==> src/rtl/core/brb_pkg.sv <==
`default_nettype none
package brb_pkg;

   localparam int DEPTH     = 1024;
   localparam int MAX_CHUNK = 8;

   localparam int PTR_W  = $clog2(DEPTH);
   localparam int SZ_W   = 11;
   localparam int CNT_W  = 4;
   localparam int OP_W   = 2;
   localparam int DATA_W = 64;
   localparam int LVL_W  = 10;
   localparam int SLOT_W = 3;
   localparam int IDX_W  = 1;

   localparam logic [OP_W-1:0] OP_WRITE = 2'd0;
   localparam logic [OP_W-1:0] OP_READ  = 2'd1;
   localparam logic [OP_W-1:0] OP_PEEK  = 2'd2;
   localparam logic [OP_W-1:0] OP_SKIP  = 2'd3;

   localparam logic [IDX_W-1:0] REG_SIZE   = 1'd0;
   localparam logic [IDX_W-1:0] REG_ENABLE = 1'd1;

   typedef struct packed {
      logic [SZ_W-1:0] size;
      logic            enabled;
      logic            clear;
   } cfg_type;

   typedef struct packed {
      logic             we;
      logic [PTR_W-1:0] waddr;
      logic [7:0]       wdata;
      logic [PTR_W-1:0] raddr;
   } ram_req_type;

   // ptr + inc, wrapped at size; inc is always below size when used
   function automatic logic [PTR_W-1:0] wrap_add(input logic [PTR_W-1:0] ptr,
                                                  input logic [CNT_W-1:0] inc,
                                                  input logic [SZ_W-1:0]  size);
      logic [SZ_W:0] s;
      s = {1'b0, SZ_W'(ptr)} + (SZ_W + 1)'(inc);
      if (s >= {1'b0, size}) begin
         s = s - {1'b0, size};
      end
      return PTR_W'(s);
   endfunction

endpackage
`default_nettype wire

==> src/rtl/core/brb_ctrl.sv <==
`default_nettype none
module brb_ctrl (
   input  wire logic                         clock,
   input  wire logic                         reset,
   input  wire brb_pkg::cfg_type             cfg,
   input  wire logic                         req_valid,
   output logic                              req_ready,
   input  wire logic [brb_pkg::OP_W-1:0]     req_op,
   input  wire logic [brb_pkg::CNT_W-1:0]    req_count,
   input  wire logic [brb_pkg::DATA_W-1:0]   req_write_data,
   output logic                              rsp_valid,
   input  wire logic                         rsp_ready,
   output logic                              rsp_ok,
   output logic [brb_pkg::DATA_W-1:0]        rsp_read_data,
   output logic [brb_pkg::LVL_W-1:0]         rsp_fill_level,
   output logic [brb_pkg::LVL_W-1:0]         rsp_free_space,
   output brb_pkg::ram_req_type              ram_req,
   input  wire logic [7:0]                   ram_rd_data
);

   localparam logic [1:0] ST_IDLE  = 2'd0;
   localparam logic [1:0] ST_WRITE = 2'd1;
   localparam logic [1:0] ST_READ  = 2'd2;
   localparam logic [1:0] ST_FIN   = 2'd3;

   logic [1:0]                    state_ff, state_in;
   logic [brb_pkg::OP_W-1:0]      op_ff, op_in;
   logic [brb_pkg::CNT_W-1:0]     count_ff, count_in;
   logic [brb_pkg::DATA_W-1:0]    wdata_ff, wdata_in;
   logic                          ok_ff, ok_in;
   logic [brb_pkg::PTR_W-1:0]     fill_ff, fill_in;
   logic [brb_pkg::CNT_W-1:0]     cnt_ff, cnt_in;
   logic                          rd_pend_ff, rd_pend_in;
   logic [brb_pkg::SLOT_W-1:0]    rd_slot_ff, rd_slot_in;
   logic [brb_pkg::DATA_W-1:0]    rdata_ff, rdata_in;
   logic [brb_pkg::PTR_W-1:0]     wp_ff, wp_in;
   logic [brb_pkg::PTR_W-1:0]     rp_ff, rp_in;
   logic                          rsp_valid_ff, rsp_valid_in;
   logic                          rsp_ok_ff, rsp_ok_in;
   logic [brb_pkg::DATA_W-1:0]    rsp_rdata_ff, rsp_rdata_in;
   logic [brb_pkg::LVL_W-1:0]     rsp_fill_ff, rsp_fill_in;
   logic [brb_pkg::LVL_W-1:0]     rsp_space_ff, rsp_space_in;

   logic [brb_pkg::PTR_W-1:0]     fill_now;
   logic [brb_pkg::PTR_W-1:0]     space_now;
   logic [brb_pkg::PTR_W-1:0]     count_ext;
   logic                          decide_ok;
   logic                          accept;
   logic                          out_free;

   assign accept    = req_valid && (state_ff == ST_IDLE);
   assign out_free  = !rsp_valid_ff || rsp_ready;
   assign count_ext = brb_pkg::PTR_W'(req_count);

   // levels before the item, from the current pointers
   always_comb begin
      if (wp_ff >= rp_ff) begin
         fill_now = wp_ff - rp_ff;
      end else begin
         fill_now = brb_pkg::PTR_W'(brb_pkg::SZ_W'(wp_ff) + cfg.size - brb_pkg::SZ_W'(rp_ff));
      end
      space_now = brb_pkg::PTR_W'(cfg.size - brb_pkg::SZ_W'(1) - brb_pkg::SZ_W'(fill_now));
      decide_ok = 1'b0;
      if (req_count <= brb_pkg::CNT_W'(brb_pkg::MAX_CHUNK)) begin
         if (req_op == brb_pkg::OP_WRITE) begin
            decide_ok = cfg.enabled && (space_now >= count_ext);
         end else begin
            decide_ok = fill_now >= count_ext;
         end
      end
   end

   always_comb begin
      state_in     = state_ff;
      op_in        = op_ff;
      count_in     = count_ff;
      wdata_in     = wdata_ff;
      ok_in        = ok_ff;
      fill_in      = fill_ff;
      cnt_in       = cnt_ff;
      rd_pend_in   = 1'b0;
      rd_slot_in   = rd_slot_ff;
      rdata_in     = rdata_ff;
      wp_in        = wp_ff;
      rp_in        = rp_ff;
      rsp_valid_in = rsp_valid_ff && !rsp_ready;
      rsp_ok_in    = rsp_ok_ff;
      rsp_rdata_in = rsp_rdata_ff;
      rsp_fill_in  = rsp_fill_ff;
      rsp_space_in = rsp_space_ff;
      ram_req.we    = 1'b0;
      ram_req.waddr = brb_pkg::wrap_add(wp_ff, cnt_ff, cfg.size);
      ram_req.wdata = wdata_ff[{cnt_ff[brb_pkg::SLOT_W-1:0], 3'b000} +: 8];
      ram_req.raddr = brb_pkg::wrap_add(rp_ff, cnt_ff, cfg.size);

      if (rd_pend_ff) begin
         rdata_in[{rd_slot_ff, 3'b000} +: 8] = ram_rd_data;
      end

      case (state_ff)
         ST_IDLE: begin
            if (accept) begin
               op_in    = req_op;
               count_in = req_count;
               wdata_in = req_write_data;
               ok_in    = decide_ok;
               cnt_in   = '0;
               rdata_in = '0;
               fill_in  = fill_now;
               state_in = ST_FIN;
               if (decide_ok) begin
                  if (req_op == brb_pkg::OP_WRITE) begin
                     fill_in = fill_now + count_ext;
                  end else if (req_op != brb_pkg::OP_PEEK) begin
                     fill_in = fill_now - count_ext;
                  end
                  if (req_count != '0) begin
                     if (req_op == brb_pkg::OP_WRITE) begin
                        state_in = ST_WRITE;
                     end else if (req_op != brb_pkg::OP_SKIP) begin
                        state_in = ST_READ;
                     end
                  end
               end
            end
         end
         ST_WRITE: begin
            ram_req.we = 1'b1;
            cnt_in     = cnt_ff + brb_pkg::CNT_W'(1);
            if (cnt_in == count_ff) begin
               state_in = ST_FIN;
            end
         end
         ST_READ: begin
            if (cnt_ff != count_ff) begin
               rd_pend_in = 1'b1;
               rd_slot_in = cnt_ff[brb_pkg::SLOT_W-1:0];
               cnt_in     = cnt_ff + brb_pkg::CNT_W'(1);
            end else if (!rd_pend_ff) begin
               state_in = ST_FIN;
            end
         end
         ST_FIN: begin
            if (out_free) begin
               rsp_valid_in = 1'b1;
               rsp_ok_in    = ok_ff;
               rsp_rdata_in = rdata_ff;
               rsp_fill_in  = brb_pkg::LVL_W'(fill_ff);
               rsp_space_in = brb_pkg::LVL_W'(cfg.size - brb_pkg::SZ_W'(1)
                                              - brb_pkg::SZ_W'(fill_ff));
               if (ok_ff) begin
                  if (op_ff == brb_pkg::OP_WRITE) begin
                     wp_in = brb_pkg::wrap_add(wp_ff, count_ff, cfg.size);
                  end else if (op_ff != brb_pkg::OP_PEEK) begin
                     rp_in = brb_pkg::wrap_add(rp_ff, count_ff, cfg.size);
                  end
               end
               state_in = ST_IDLE;
            end
         end
         default: begin
            state_in = ST_IDLE;
         end
      endcase

      if (cfg.clear) begin
         wp_in = '0;
         rp_in = '0;
      end
   end

   always_ff @(posedge clock) begin
      if (reset) begin
         state_ff     <= ST_IDLE;
         rd_pend_ff   <= 1'b0;
         wp_ff        <= '0;
         rp_ff        <= '0;
         rsp_valid_ff <= 1'b0;
      end else begin
         state_ff     <= state_in;
         rd_pend_ff   <= rd_pend_in;
         wp_ff        <= wp_in;
         rp_ff        <= rp_in;
         rsp_valid_ff <= rsp_valid_in;
      end
      op_ff        <= op_in;
      count_ff     <= count_in;
      wdata_ff     <= wdata_in;
      ok_ff        <= ok_in;
      fill_ff      <= fill_in;
      cnt_ff       <= cnt_in;
      rd_slot_ff   <= rd_slot_in;
      rdata_ff     <= rdata_in;
      rsp_ok_ff    <= rsp_ok_in;
      rsp_rdata_ff <= rsp_rdata_in;
      rsp_fill_ff  <= rsp_fill_in;
      rsp_space_ff <= rsp_space_in;
   end

   assign req_ready      = (state_ff == ST_IDLE);
   assign rsp_valid      = rsp_valid_ff;
   assign rsp_ok         = rsp_ok_ff;
   assign rsp_read_data  = rsp_rdata_ff;
   assign rsp_fill_level = rsp_fill_ff;
   assign rsp_free_space = rsp_space_ff;

`ifndef SYNTHESIS
   a_accept_leaves_idle: assert property (@(posedge clock) disable iff (reset)
      (req_valid && req_ready) |=> (state_ff != ST_IDLE))
      else $error("accepted item did not start");

   a_busy_needs_ok: assert property (@(posedge clock) disable iff (reset)
      (state_ff == ST_WRITE || state_ff == ST_READ) |-> (ok_ff && count_ff != '0))
      else $error("store access for refused or empty item");

   a_write_only_in_write: assert property (@(posedge clock) disable iff (reset)
      ram_req.we |-> (state_ff == ST_WRITE))
      else $error("store written outside write phase");

   a_rsp_from_fin: assert property (@(posedge clock) disable iff (reset)
      $rose(rsp_valid_ff) |-> ($past(state_ff) == ST_FIN))
      else $error("result raised outside final state");
`endif

endmodule
`default_nettype wire

==> config.mk <==
export PLATFORM = sky130hd
export DESIGN_NAME = brb_ctrl
export DESIGN_NICKNAME = d
export VERILOG_FILES = /design/src/rtl/core/brb_pkg.sv /design/src/rtl/core/brb_ctrl.sv
export SDC_FILE = /design/constraint.sdc
export NUM_CORES = 1
export LEC_CHECK = 0
export BUFFER_PORTS_ARGS = -buffer_cell sky130_fd_sc_hd__buf_2
export CAP_MARGIN = 25
export CORE_MARGIN = 3
export CORE_UTILIZATION = 55
export DETAILED_ROUTE_END_ITERATION = 8
export GPL_TIMING_DRIVEN = 1
export PLACE_DENSITY_LB_ADDON = 0.15
export SLEW_MARGIN = 10
export SYNTH_ARGS = -nofsm -noshare
export SYNTH_HDL_FRONTEND = slang
export SYNTH_SLANG_ARGS = --single-unit
==> constraint.sdc <==
create_clock -name clock -period 6.4 [get_ports clock]
set_input_delay 0.96 -clock clock [delete_from_list [all_inputs] [get_ports clock]]
set_output_delay 0.96 -clock clock [all_outputs]
set_load 0.005 [all_outputs]
======== After elaboration in Yosys (flattened, before gate mapping) ========
Index checks and enable logic that the tools add are counted.
word-level totals
  bits in read-only memories .............. 0
  register bits ........................... 261
  memories kept ........................... 0
  bits in writable memories ............... 0
  output and inout bits ................... 116
  word-level logic and storage cells ...... 113
  bits in latches ......................... 0
operators by class
  equal/unequal tests ..................... 14
  bitwise operators ....................... 2
  $add $sub $neg .......................... 18
  magnitude comparators ................... 8
  multipliers ............................. 0
  reduce and logical (&&, ||, !) cells .... 20
  divide/modulo/power cells ............... 0
  shifts and indexed selects .............. 3
  muxes and demuxes ....................... 31
operators with widths
  kind                                                                     count
  64-bit 2-to-1 mux                                                        3
  10-bit 2-to-1 mux                                                        8
  10-bit subtractor                                                        8
  64-bit bitwise mux                                                       1
  8-bit by 8-bit variable shift with 64-bit output (first input constant)  1
  64-bit by 7-bit indexed part select with 8-bit output                    1
  8-bit by 8-bit indexed part select with 64-bit output                    1
  10-bit by 4-bit adder with 11-bit output                                 4
  11-bit greater-or-equal comparator                                       4
  10-bit by 4-bit greater-or-equal comparator with 1-bit output            2
  2-bit 2-to-1 mux                                                         8
  2-bit != test (second input constant)                                    8
  4-bit one-hot mux with 3 select lines                                    1
  10-bit adder                                                             1
  10-bit by 4-bit adder with 10-bit output                                 1
  10-bit greater-or-equal comparator                                       1
  5-bit AND reduction                                                      2
  10-bit by 1-bit subtractor with 10-bit output (second input constant)    1
  10-bit by 4-bit subtractor with 10-bit output                            1
  4-bit 2-to-1 mux                                                         2
  6-bit negator with 8-bit output                                          1
  2-bit one-hot mux with 4 select lines                                    1
  1-bit 2-to-1 mux                                                         7
  2-bit zero test                                                          3
  other kinds (17)                                                         25

======== Depth between registers and ports, before layout ========
Gate-level depths: netlist of the first run.
  word-level depth ........................ 11
  mapped depth ............................ 26
  depth with buffers taken out ............ 25

======== Worst setup path before layout of the first run ========
No wires, ideal clock.
  kind .................................... input -> register
  start point ............................. in cfg[3] (netlist name)
  end point ............................... reg fill_ff[1] (netlist name), data pin
  data arrival time ....................... 5.588 ns
  setup time .............................. 0.261 ns
  stages .................................. 20
  setup slack ............................. 0.551 ns
  path through ............................ inv_1 > fa_1 > fa_1 > nand2_1 > o21ai_0 > ha_1 > a21o_2 > or3_4 > a32oi_2 > xnor2_1 > ha_1 > a211o_2 > nor3_1 > mux2_1 > o22ai_1 > a2111oi_2 > a31o_2 > buf_6 > o32ai_1 > a221o_1
on the way
  cells in the longest elaborated chain, start to end .. 9
  elaborated cells on any way between the ends .. 15
RTL lines
  element                                                        RTL line         RTL
  start: declaration                                             brb_ctrl.sv:5    input wire brb_pkg::cfg_type cfg,
  10-bit adder                                                   brb_ctrl.sv:60   fill_now = brb_pkg::PTR_W'(brb_pkg::SZ_W'(wp_ff) + cfg.size - brb_pkg::SZ_W'(rp_ff));
  10-bit subtractor                                              brb_ctrl.sv:60
  10-bit 2-to-1 mux                                              brb_ctrl.sv:57   if (wp_ff >= rp_ff) begin
  10-bit subtractor                                              brb_ctrl.sv:62   space_now = brb_pkg::PTR_W'(cfg.size - brb_pkg::SZ_W'(1) - brb_pkg::SZ_W'(fill_now));
  10-bit by 4-bit greater-or-equal comparator with 1-bit output  brb_ctrl.sv:66   decide_ok = cfg.enabled && (space_now >= count_ext);
  1-bit logical AND                                              brb_ctrl.sv:66
  1-bit 2-to-1 mux                                               brb_ctrl.sv:65   if (req_op == brb_pkg::OP_WRITE) begin
  1-bit 2-to-1 mux                                               brb_ctrl.sv:64   if (req_count <= brb_pkg::CNT_W'(brb_pkg::MAX_CHUNK)) begin
  10-bit 2-to-1 mux *                                            brb_ctrl.sv:111  if (decide_ok) begin
  end signal: assignment                                         brb_ctrl.sv:190  fill_ff <= fill_in;
  end: declaration                                               brb_ctrl.sv:31   logic [brb_pkg::PTR_W-1:0] fill_ff, fill_in;
Mark *: on every way between the ends. The rest lies on a longest branch, timed or not.
A chain may end at the register's enable or synchronous reset.

======== Final worst setup path of the first run ========
  start point ............................. reg wp_ff[0] (netlist name)
  end point ............................... reg fill_ff[0] (netlist name), data pin
on the way
  cells in the longest elaborated chain, start to end .. 9
  elaborated cells on any way between the ends .. 16
RTL lines
  element                                                        RTL line         RTL
  start: declaration                                             brb_ctrl.sv:36   logic [brb_pkg::PTR_W-1:0] wp_ff, wp_in;
  start signal: assignment                                       brb_ctrl.sv:182  wp_ff <= wp_in;
  10-bit adder                                                   brb_ctrl.sv:60
  10-bit subtractor                                              brb_ctrl.sv:60
  10-bit 2-to-1 mux *                                            brb_ctrl.sv:57
  10-bit subtractor                                              brb_ctrl.sv:62
  10-bit by 4-bit greater-or-equal comparator with 1-bit output  brb_ctrl.sv:66
  1-bit logical AND                                              brb_ctrl.sv:66
  1-bit 2-to-1 mux                                               brb_ctrl.sv:65
  1-bit 2-to-1 mux                                               brb_ctrl.sv:64
  10-bit 2-to-1 mux *                                            brb_ctrl.sv:111
Marked as above.

==> results of run 1 <==
[critical path, delay by kind of cell (launching register included)]
family / cells / cell delay, ns
AO/OA/AOI/OAI: 10 / 2.34
adder cells (fa/ha/maj): 4 / 1.16
AND/OR/NAND/NOR: 5 / 0.88
multiplexers: 2 / 0.47
flip-flops: 1 / 0.34
buffers and inverters: 3 / 0.24
XOR/XNOR: 1 / 0.15
[Yosys cell counts (12+ instances only)]
master,instances,area (sq um)
xor2_1,37,324
nor3_1,25,125
a211oi_1,12,90.1
o21ai_0,66,330
a21o_1,19,143
a21oi_1,61,305
nor2_1,145,544
nand3_1,23,115
nand2_1,52,195
mux2i_1,79,791
nor2b_1,18,113
edfxtp_1,173,5190
clkbuf_1,38,143
nand2b_1,12,75.1
xnor2_1,78,683
mux2_2,30,338
nand4_1,13,81.3
mux4_2,16,360
ha_1,120,1500
fa_1,22,440
dfxtp_1,88,1760
inv_1,123,462
[metrics by stage]
stage / total power, mW / instances
2_1_floorplan: 3.48 / 1382
3_3_place_gp: 3.97 / 1918
3_5_place_dp: 4.01 / 1918
4_1_cts: 5.59 / 1970
5_1_grt: 5.89 / 1972
6_report: 5.55 / 1972
[power by group]
group          internal, mW  switching [mW]
registers              2.14           0.114
clock network         0.944           0.632
logic                 0.755           0.968
total                  3.84            1.71
[flip-flops by register name, summed over array words and instances, names as in the netlist]
signal          count
rp_ff              10
rsp_read_data      64
rsp_ok              1
count_ff            4
rsp_fill_level     10
ok_ff               1
rsp_free_space     10
state_ff            2
cnt_ff              4
fill_ff            10
wdata_ff           64
rd_slot_ff          3
op_ff               2
rd_pend_ff          1
rsp_valid           1
rdata_ff           64
wp_ff              10
[worst min-delay path by stage]
stage | slack, ns | startpoint | endpoint | depth (start not counted)
2_1_floorplan | 0.41 | rdata_ff[10]$_DFF_P_ | rsp_read_data[10]$_DFFE_PP_ | 0
3_3_place_gp | 0.41 | rdata_ff[20]$_DFF_P_ | rsp_read_data[20]$_DFFE_PP_ | 0
3_5_place_dp | 0.41 | rdata_ff[7]$_DFF_P_ | rsp_read_data[7]$_DFFE_PP_ | 0
4_1_cts | 0.43 | rdata_ff[7]$_DFF_P_ | rsp_read_data[7]$_DFFE_PP_ | 0
5_1_grt | 0.43 | rdata_ff[14]$_DFF_P_ | rsp_read_data[14]$_DFFE_PP_ | 0
6_report | 0.43 | rdata_ff[7]$_DFF_P_ | rsp_read_data[7]$_DFFE_PP_ | 0
[metal layers]
layer | up-vias | wire, um | GRT usage (%)
met5 | - | 23 | 0
met1 | 5183 | 16200 | 32.6
met4 | 4 | 950 | 6.84
met2 | 326 | 16100 | 38.3
met3 | 59 | 2180 | 3.93
li1 | 5387 | - | -
[cell type report]
cell class	count	area, sq um
fill	2185	9430
multi-input combinational	954	7550
sequential	261	6960
timing repair buffer	239	1290
clock buffer	44	803
inverter	124	465
tap	341	427
clock inverter	8	100
antenna	1	2.50
[cells by family after synthesis]
| group | Yosys count |
|---|---|
| AO/OA/AOI/OAI | 242 |
| adder cells (fa/ha/maj) | 143 |
| multiplexers | 126 |
| buffers and inverters | 167 |
| flip-flops | 261 |
| AND/OR/NAND/NOR | 328 |
| XOR/XNOR | 115 |
==> impl_metrics.ini, run 1 <==
[clock_network]
cts_resized = 0
clock-sinks = 261
cts_setup_buffers = 0
cts-htree-levels = 1
cts_buffers = 28
cts_tree = yes
cts_max_path_buffers = 3
cts-root-buf = clkbuf_16
ctsHoldBuffers = 0
clk_latency_ns = 0.54
clkTransAtPathRegs_ns = 0.06

[detailed_routing]
ant_nets = 0
drc = 0
first_pass_iters = 5
vias_per_cell = 5.56
wl_per_cell_um = 18.0
drt_iter0_markers = 750
vias = 11000
wl_um = 35400

[critical_path]
endpoint_kind = flip-flop
worstPathArrival_ns = 6.14
required_ns = 6.67
r2r_cells = 25
slowest_delay_ns = 0.40
crit_path_end = fill_ff[0]$_DFFE_PP_
crit_path_start_kind = flip-flop
reg2reg_to = fill_ff[0]$_DFFE_PP_
reg2reg_slack_ns = 0.53
critical_path_class = reg2reg
slowest_stage = fa_1
setup.worst_path.start = wp_ff[0]$_SDFFE_PP0P_
critPathMaxFanout = 11
r2r-start = wp_ff[0]$_SDFFE_PP0P_

[synth]
synthSimpleGateAreaFrac_pct = 10.1
synth_top_family_by_area = adder cells
yosysWarnings = 0
synth.distinct_cells = 70
yosysSeqAreaShare_pct = 46.0
synth-xor-area-share_pct = 6.66
syn_inst = 1382
synth-seq-cells = 261
ys_async_sr_fraction_pct = 0
synth_compound_area_share_pct = 10.2
synth_mux_area_share_pct = 9.91
yosys_most_used_dff = edfxtp_1
netlist_area_sq_um = 15100
synth_enable_flop_cells = 173
synthAdderAreaFrac_pct = 12.9
syn_avg_cell_area_sq_um = 11.0
synth_fp_nets = 1619

[finish]
final_cell_mix = buf_2 (210), edfxtp_1 (173), nor2_1 (145)
num-nets-final = 1845
final_util_pct = 65.1
design_area_sq_um = 17600
layout_commonest_cell = buf_2
syn_to_final_growth_pct = 16.2
drive_above_1_share_pct = 21.1

[die]
die_y_um = 172
num_io_pins = 211
rows = 60
fp.dieArea_sq_um = 29500
core_sq_um = 27000
chipWidth_um = 172
start_util_pct = 56.0

[placed_design]
pre_cts_slack_ns = 0.244
placed_area_sq_um = 16700
io_buffers = 210
gp_congestion = 0.904
hpwl_um = 26900

[sta]
worstMarginPinSlew_ns = 0.945
hold_viol = 0
clock.fmax_ghz = 0.170
rsz0062_at_grt = false
clock_skew_ns = 0.0127
fin_ws_ns = 0.531
timing.hold.ws_ns = 0.426
fin_crit_sh_pct = 91.7
relSlewSlack_pct = 37.0
setup_viol = 0
fin_tns_setup_ns = 0
period_needed_ns = 5.87
slew_violations = 0

[global_route]
grt_first_pass_wirelength_um = 55200
grt.overflow.total = 0
first_global_vias = 10800
grt_max_degree = 85
antenna_found_initial = 3
track_usage_pct = 23.5

[worst_hold_path]
hold_path_class = reg2reg

[job]
drv_cap = 0

[status]
status = completed

[power]
powerDensity_nw_per_um2 = 316
ir_drop_uv = 285
p_leak_nw = 7.62
Note: power is estimated with default switching activity, not from simulation.
==> inputs of run 2 (changes only) <==
PLACE_DENSITY = 0.81   (was unset)
PLACE_DENSITY_LB_ADDON = unset   (was 0.15)
==> run 2 against run 1 <==
Hold slack improved by 0.0060 ns. Clock power is essentially flat. Count of clock-buffer cells in the layout is 11 lower. Largest power group unchanged. Combinational power about the same. Utilization about the same. Register-to-register slack worse by 0.09 ns. Cell count shrank 0.15%. Critical path type unchanged. Clock skew grew 0.0022 ns. Global-route usage increased by 0.36 points. Non-clock buffer count shrank 1.
==> impl_metrics.ini, run 2 (synthesized netlist as in run 1, its figures left out) <==
[clock_network]
clk_latency_ns = 0.55
clock-sinks = 261
cts_buffers = 27
clkTransAtPathRegs_ns = 0.07
cts-htree-levels = 1
cts_max_path_buffers = 3
cts_tree = yes
ctsHoldBuffers = 0
cts-root-buf = clkbuf_16

[detailed_routing]
vias_per_cell = 5.71
ant_nets = 0
vias = 11200
wl_um = 36200
drc = 0
drt_iter0_markers = 916
first_pass_iters = 5
wl_per_cell_um = 18.4

[critical_path]
slowest_stage = dfxtp_1
endpoint_kind = flip-flop
reg2reg_slack_ns = 0.44
path_common_cell = ha_1
crit_family = compound AO/OA/AOI/OAI gates
critPathMaxFanout = 15
critPathBufInv = 2
worstPathArrival_ns = 6.26
crit_path_start_kind = flip-flop
critical_path_class = reg2reg
slowest_delay_ns = 0.48
crit_chain = inv_1 > ha_1 > o21ai_0 > a21oi_1 > o21a_2 > nor2_4 > o21ai_0 > ha_1 > inv_1 > a21o_2 > or3_4 > a32oi_2 > xnor2_1 > ha_1 > a211o_2 > nor3_1 > mux2_1 > o22ai_1 > a2111oi_2 > a31o_2 > o32ai_1 > a221o_1
required_ns = 6.70

[sta]
hold_viol = 0
clock_skew_ns = 0.0149
relSlewSlack_pct = 36.3
slew_violations = 0
worstMarginPinSlew_ns = 0.951
fin_crit_sh_pct = 93.1
fin_tns_setup_ns = 0
rsz0062_at_grt = false
setup_viol = 0
clock.fmax_ghz = 0.168
period_needed_ns = 5.96

[die]
rows = 60
num_io_pins = 211
die_y_um = 172
fp.dieArea_sq_um = 29500
chipWidth_um = 172
start_util_pct = 56.0
core_sq_um = 27000

[power]
sw_frac_of_total_pct = 31.8
powerDensity_nw_per_um2 = 316
p_seq_share_pct = 40.6
power_frac_clock_pct = 27.9
p_leak_nw = 7.61
p_int_mw = 3.78
power_frac_comb_pct = 31.6
ir_drop_uv = 250
p_sw_mw = 1.77

[placed_design]
hpwl_um = 27300
gp_congestion = 0.924
io_buffers = 210
dp_cells = 1916

[finish]
final_cell_mix = buf_2 (210), edfxtp_1 (173), nor2_1 (145)
num-nets-final = 1843
syn_to_final_growth_pct = 16.2
drive_above_1_share_pct = 21.5
layout_commonest_cell = buf_2
fin_cells = 1969

[global_route]
antenna_found_initial = 1
grt_first_pass_wirelength_um = 55900
grt.overflow.total = 0
track_usage_pct = 23.8
first_global_vias = 10900
grt_max_degree = 93

[job]
drv_cap = 0

[status]
status = completed

[worst_hold_path]
hold_path_class = reg2reg
run 2: cell type report:
cell class,instances,area (sq um)
fillers,2098,9450
multi-input cells,954,7550
flip-flops and latches,261,6960
repair buffers,238,1300
clock buffers,33,708
inverters,124,465
well taps,341,427
clock inverters,17,170
diodes,1,2.50
run 2: per-stage QoR:
step	util, %	hold slack, ns	power [mW]	setup slack (ns)	instance area [sq um]
floorplan	-	0.408	3.48	0.551	15100
CTS	64.8	0.432	5.56	0.397	17500
global route	65.0	0.437	5.86	0.0523	17600
detailed placement	61.6	0.417	4.01	0.217	16600
global placement	61.6	0.410	3.95	0.297	16600
finish	65.0	0.432	5.55	0.440	17600
run 2: timing repair:
item,4_1_cts,5_1_grt
setup endpoints to repair,0,3
setup buffers,0,0
resized for setup,0,1
run 2: worst paths after layout:
check | endpoint | cells after the start | start
setup reg to reg | fill_ff[1]$_DFFE_PP_ | 22 | rp_ff[7]$_SDFFE_PP0P_
setup / recovery | fill_ff[1]$_DFFE_PP_ | 22 | rp_ff[7]$_SDFFE_PP0P_
hold / removal | rsp_read_data[33]$_DFFE_PP_ | 0 | rdata_ff[33]$_DFF_P_
hold reg to reg | rsp_read_data[33]$_DFFE_PP_ | 0 | rdata_ff[33]$_DFF_P_
run 2: power groups by stage:
stage | combinational (mW) | clock, mW | sequential (mW)
2_1_floorplan | 1.20 | 0 | 2.28
3_3_place_gp | 1.67 | 0 | 2.28
3_5_place_dp | 1.72 | 0 | 2.29
4_1_cts | 1.74 | 1.57 | 2.26
5_1_grt | 1.94 | 1.65 | 2.27
6_report | 1.75 | 1.55 | 2.25
run 2: worst register-to-register path: stages, from the launching register on:
cell	delay [ns]
dfxtp_1	0.48
inv_1	0.16
ha_1	0.41
o21ai_0	0.12
a21oi_1	0.22
o21a_2	0.26
nor2_4	0.09
o21ai_0	0.47
ha_1	0.29
inv_1	0.06
a21o_2	0.23
or3_4	0.34
a32oi_2	0.27
xnor2_1	0.15
ha_1	0.24
a211o_2	0.31
nor3_1	0.13
mux2_1	0.16
o22ai_1	0.09
a2111oi_2	0.37
a31o_2	0.41
o32ai_1	0.17
a221o_1	0.28
run 2: layer usage:
| layer | up-vias | part of all wire [%] | GRT usage [%] |
|---|---|---|---|
| li1 | 5394 | - | - |
| met1 | 5406 | 43 | 31.4 |
| met2 | 375 | 48 | 40.6 |
| met3 | 69 | 5.9 | 3.52 |
| met4 | 0 | 2.9 | 8.05 |
| met5 | - | 0 | 0 |
